### config.mk
export PLATFORM = sky130hd
export DESIGN_NAME = mpcs_front
export DESIGN_NICKNAME = d
export VERILOG_FILES = /design/src/design/mpcs_pkg.sv /design/src/design/mpcs_front.sv
export SDC_FILE = /design/constraint.sdc
export NUM_CORES = 1
export LEC_CHECK = 0
export BUFFER_PORTS_ARGS = -buffer_cell sky130_fd_sc_hd__buf_2
export CORE_MARGIN = 10
export CORE_UTILIZATION = 52
export CTS_CLUSTER_SIZE = 12
export DETAILED_ROUTE_END_ITERATION = 10
export PLACE_DENSITY = 0.82
export SLEW_MARGIN = 20
export SYNTH_ARGS = -nofsm -noshare
export SYNTH_HDL_FRONTEND = slang
export SYNTH_SLANG_ARGS = --single-unit
### constraint.sdc
create_clock -name clock -period 3.08 [get_ports clock]
set_input_delay 0.308 -clock clock [delete_from_list [all_inputs] [get_ports clock]]
set_output_delay 0.308 -clock clock [all_outputs]
set_load 0.05 [all_outputs]
### src/design/mpcs_pkg.sv
package mpcs_pkg;

   localparam int WIN_DEPTH = 4;
   localparam int NUM_COEF  = 8;
   localparam int CSR_IDX_W = 4;

   typedef struct packed {
      logic signed [31:0] point_x;
      logic signed [31:0] point_y;
      logic               first_point;
   } req_type;

   typedef struct packed {
      logic signed [31:0] next_x;
      logic signed [31:0] predicted_y;
      logic signed [31:0] corrected_y;
      logic signed [31:0] slope_next;
   } rsp_type;

   typedef struct packed {
      logic valid;
      logic take;
   } link_type;

   function automatic logic signed [31:0] sat32(input logic signed [63:0] v);
      logic signed [31:0] r;
      if (v > 64'sd2147483647) begin
         r = 32'sh7fffffff;
      end else if (v < -64'sd2147483648) begin
         r = 32'sh80000000;
      end else begin
         r = v[31:0];
      end
      return r;
   endfunction

endpackage

### src/design/mpcs_front.sv
module mpcs_front (
   input  logic              clock,
   input  logic              reset,
   input  logic              req_push,
   output logic              req_full,
   input  mpcs_pkg::req_type req_data,
   input  logic              take,
   output logic              valid,
   output mpcs_pkg::req_type head
);

   mpcs_pkg::req_type q_ff [2];
   logic       wptr_ff, wptr_in;
   logic       rptr_ff, rptr_in;
   logic [1:0] count_ff, count_in;
   logic       push_ok;
   logic       pop_ok;

   assign req_full = (count_ff == 2'd2);
   assign valid    = (count_ff != 2'd0);
   assign head     = q_ff[rptr_ff];
   assign push_ok  = req_push && !req_full;
   assign pop_ok   = take && valid;

   always_comb begin
      wptr_in  = push_ok ? !wptr_ff : wptr_ff;
      rptr_in  = pop_ok ? !rptr_ff : rptr_ff;
      count_in = count_ff + 2'(push_ok) - 2'(pop_ok);
   end

   always_ff @(posedge clock) begin
      if (reset) begin
         wptr_ff  <= 1'b0;
         rptr_ff  <= 1'b0;
         count_ff <= 2'd0;
      end else begin
         wptr_ff  <= wptr_in;
         rptr_ff  <= rptr_in;
         count_ff <= count_in;
      end
   end

   always_ff @(posedge clock) begin
      if (push_ok) begin
         q_ff[wptr_ff] <= req_data;
      end
   end

endmodule

## Word-level counts from Yosys, hierarchy flattened

Memories as Yosys holds them, arrays and structs flattened. A register that Yosys moved wholly into a read port is not among the register bits.
Cells that the tools add are included.

- Register bits: 4
- Bits in writable memories: 130
- Input port bits: 69
- Output and inout bits: 67
- Word-level logic and storage cells: 17
- Memories kept: 1

Memories:

| memory | words | width | rd ports | clocked after memory_dff | wr ports | RTL line | RTL |
|---|---|---|---|---|---|---|---|
| q_ff | 2 | 65 | 1 | 1 | 1 | mpcs_front.sv:12 | `mpcs_pkg::req_type q_ff [2];` |

- $add $sub $neg: 2
- Eq/ne operators: 1
- Muxes and demuxes: 4
- Reductions and logical operators: 6

Operators by type and width:

| kind | count |
|---|---|
| two-way mux 1 bit | 4 |
| zero test 1 bit | 3 |
| adder 2 x 1 -> 2 bit | 1 |
| equality test 2 bit (second input constant) | 1 |
| logical AND 1 bit | 2 |
| nonzero test 2 bit | 1 |
| subtractor 2 x 1 -> 2 bit | 1 |

## Longest topological paths before layout

- Depth in word-level cells: 5
- Gate-level depth with buffers: 8
- Mapped depth without buffers: 8

## Worst setup path after synthesis

Ideal clock, no wire load.

- Path type: reg-to-reg
- From: register count_ff[0]
- To: memory q_ff[0][0] (netlist name), enable pin
- Setup time: 0.419 ns
- Arrival: 2.218 ns
- Required time: 2.661 ns
- Path slack: 0.443 ns
- Stages on the path, launching flop included: 5
- Period minus slack after synthesis: 2.637 ns
- Path through: dfxtp_1 nand2b_2 inv_2 or3_1 inv_1

- Longest elaborated chain between the ends: 5

RTL lines:

| item | RTL line | RTL |
|---|---|---|
| from (decl) | mpcs_front.sv:15 | `logic [1:0] count_ff, count_in;` |
| from (signal assigned) | mpcs_front.sv:39 | `count_ff <= count_in;` |
| equality test 2 bit | mpcs_front.sv:19 | `assign req_full = (count_ff == 2'd2);` |
| net req_full | mpcs_front.sv:5 | `output logic req_full,` |
| zero test 1 bit | mpcs_front.sv:22 | `assign push_ok = req_push && !req_full;` |
| logical AND 1 bit | mpcs_front.sv:22 |  |
| two-way mux 1 bit | mpcs_front.sv:44 | `if (push_ok) begin` |
| two-way mux 1 bit (not written as such) | mpcs_front.sv:45 | `q_ff[wptr_ff] <= req_data;` |
| to (decl) | mpcs_front.sv:12 |  |

The timed path passes the listed nets, and every way through them passes these cells.

==> results.sh <==
export IMPL_crit_type="reg2out"
export IMPL_end_kind="primary output"
export IMPL_floorplan_die_height_um=117
export IMPL_detail_route_antenna_nets=0
export IMPL_numClockSinks=135
export IMPL_min_path_type="in2reg"
export IMPL_clock_root_buffer="clkbuf_8"
export IMPL_port_buffers=135
export IMPL_dp_hpwl_um=6670
export IMPL_critical_path_slowest_cell="mux2_2"
export IMPL_finalHoldViolations=0
export IMPL_drtIter0Drc=166
export IMPL_fin_crit_ns=2.18
export IMPL_crit_fanout=35
export IMPL_holdPathStages=2
export IMPL_dr_pass1_iters=5
export IMPL_timing_hold_ws_ns=0.0286
export IMPL_nets=517
export IMPL_cts_setup_buffers=0
export IMPL_synth_top_area_share_pct=79.0
export IMPL_grt_pass1_vias=3293
export IMPL_antenna_found_initial=0
export IMPL_peakVddDrop_uv=698
export IMPL_outcome="finished clean"
export IMPL_ys_ff_latch=135
export IMPL_required_ns=2.77
export IMPL_fin_skew_ns=0.00542
export IMPL_synth_top_area_cell="edfxtp_1"
export IMPL_die_w_um=117
export IMPL_routed_wl_um=10600
export IMPL_core_area_mm2=0.00924
export IMPL_syn_inst=228
export IMPL_drc_errors=0
export IMPL_drv_cap=0
export IMPL_fmax_ghz=0.460
export IMPL_crit_arrival_ns=1.87
export IMPL_io_pin_count=136
export IMPL_cp_cell_sequence="buf_4 > mux2_2 > buf_2"
export IMPL_area_delta_synth_final_pct=43.0
export IMPL_post_synth_num_cell_types=21
export IMPL_worstRegToRegCells=5
export IMPL_fin_crit_sh_pct=70.6
export IMPL_grt_max_degree=40
export IMPL_cts_clk_slew_worst_paths_ns=0.06
export IMPL_setup_tns_ns=0
export IMPL_startpoint_type="flop"
export IMPL_dp_slack_ns=1.24
export IMPL_syn_avg_cell_area_um2=21.7
export IMPL_dpl_instance_area_mm2=0.00577
export IMPL_synth_net_count=299
export IMPL_ys_seq_area_share_pct=81.1
export IMPL_finalWorstSetupSlack_ns=0.904
export IMPL_leakagePower_nw=2.73
export IMPL_powerDensity_mw_per_mm2=927
export IMPL_fill_cells=535
export IMPL_worstSkewPairLatency_ns=0.50
export IMPL_dieArea_mm2=0.0138
export IMPL_rsz0062_at_grt="no"
export IMPL_worst_pin_slew_ns=0.529
export IMPL_layout_drive_gt1_share_pct=53.0
export IMPL_clockBufferDepth=2
export IMPL_start_util_pct=53.4
export IMPL_cts_buffers=17
export IMPL_num_vias=2790
export IMPL_cts_tree="built"
export IMPL_ys_warn_count=0
export IMPL_h_tree_depth=4
export IMPL_drt_vias_per_instance=4.76
export IMPL_wire_per_inst_um=18.0
export IMPL_row_count=35
export IMPL_setup_violations=0
export IMPL_maxSlewViolCount=0
export IMPL_max_slew_margin_rel_pct=64.7
export IMPL_grt_pass1_wl_um=16600
export IMPL_grt_overflow=0
export IMPL_synthTopCellsByArea="edfxtp_1, mux2_2, dfxtp_1"
export IMPL_syn_area_mm2=0.00494
export IMPL_place_congestion=0.703
export IMPL_diodes=0
export IMPL_final_area_mm2=0.00706
export IMPL_track_usage_pct=15.4
export IMPL_max_stage_delay_ns=0.41
==> path summary, 6_finish.rpt <==
kind / endpoint / slack, ns / start
setup reg to reg: q_ff[0][28]$_DFFE_PP_ / 1.24 / count_ff[0]$_SDFF_PP0_
hold reg to reg: wptr_ff$_SDFFE_PP0N_ / 0.52 / wptr_ff$_SDFFE_PP0N_
hold / removal: count_ff[0]$_SDFF_PP0_ / 0.03 / reset
setup / recovery: head[56] / 0.90 / flop
==> repair_timing <==
item                                   in CTS  in global routing
setup endpoints to repair                   0                  0
gates resized for setup                     0                  0
hold buffers                               65                  0
endpoints found under the hold margin     130                  0
==> state kept, by name, indices dropped and copies added (netlist names), named ones only <==
name,count
count_ff,2
wptr_ff,1
rptr_ff,1
q_ff,130
==> layout make-up <==
class                           count  area, um2  share of cell area (%)
Multi-Input combinational cell     82        851                    12.1
Clock inverter                     13        230                    3.26
Tap cell                          129        161                    2.29
Timing Repair Buffer              206       1380                    19.6
Clock buffer                       17        414                    5.87
Inverter                            4       15.0                   0.213
Sequential cell                   135       4010                    56.7
==> cell families (layout without fill, tap and decap cells) <==
| family | count (synthesis) | count (layout) | synth area share (%) |
|---|---|---|---|
| DFF | 135 | 135 | 81.1 |
| muxes | 65 | 65 | 14.8 |
| buffers and inverters | 11 | 240 | 1.70 |
| and+or+nand+nor | 9 | 9 | 1.01 |
| AOI/OAI and AO/OA | 3 | 3 | 0.355 |
| xor gates and xnor gates | 3 | 3 | 0.532 |
| adders and majority gates | 2 | 2 | 0.507 |
==> synthesized netlist by cell type <==
cell type  count
buf_4          1
xnor2_1        2
edfxtp_1     130
nor2_1         3
ha_1           2
inv_2          1
nor2b_1        1
nand2b_2       1
or3_1          1
a21oi_1        1
buf_6          5
and3_2         1
nand2_1        1
or2_2          1
inv_1          3
mux2_2        65
xor2_1         1
o21a_1         1
buf_2          1
dfxtp_1        5
o21ai_0        1
==> layer usage <==
layer  part of all wire (%)  vias to the layer above  global-route usage, %
met4                   0.79                        0                   5.18
met2                     54                       87                   27.3
met5                      0                        -                      0
met3                    5.8                        7                   6.09
met1                     39                     1363                   16.1
li1                       -                     1333                      -
==> layout by cell type, fill, tap and decap left out, types with 2 or more instances in the layout <==
cell | netlist | routed
ha_1 | 2 | 2
inv_2 | 1 | 2
mux2_2 | 65 | 65
edfxtp_1 | 130 | 130
clkinv_4 | 0 | 4
bufinv_16 | 0 | 6
dfxtp_1 | 5 | 4
xnor2_1 | 2 | 2
dlygate4sd3_1 | 0 | 65
clkbuf_16 | 0 | 16
clkinv_2 | 0 | 3
buf_4 | 1 | 5
inv_1 | 3 | 2
buf_2 | 1 | 135
nor2_1 | 3 | 3
==> report_power, final <==
group	internal (mW)	switching [mW]
clock network	1.47	0.713
registers	2.28	0.0598
logic	0.593	1.43
total	4.34	2.20
==> worst max-delay path: cells and delay by family, from the launching register on <==
kind | cells | cell delay (ns)
buf+inv | 2 | 0.62
flops | 1 | 0.32
mux | 1 | 0.41
==> metrics by stage <==
stage / util [%] / cells / power (mW)
after floorplan: - / 228 / 3.93
after global placement: 62.4 / 491 / 4.31
after detailed placement: 62.4 / 491 / 4.35
after CTS: 76.4 / 586 / 6.60
after global routing: 76.4 / 586 / 6.80
final: 76.4 / 586 / 6.54
(Power assumes the default switching activity.)
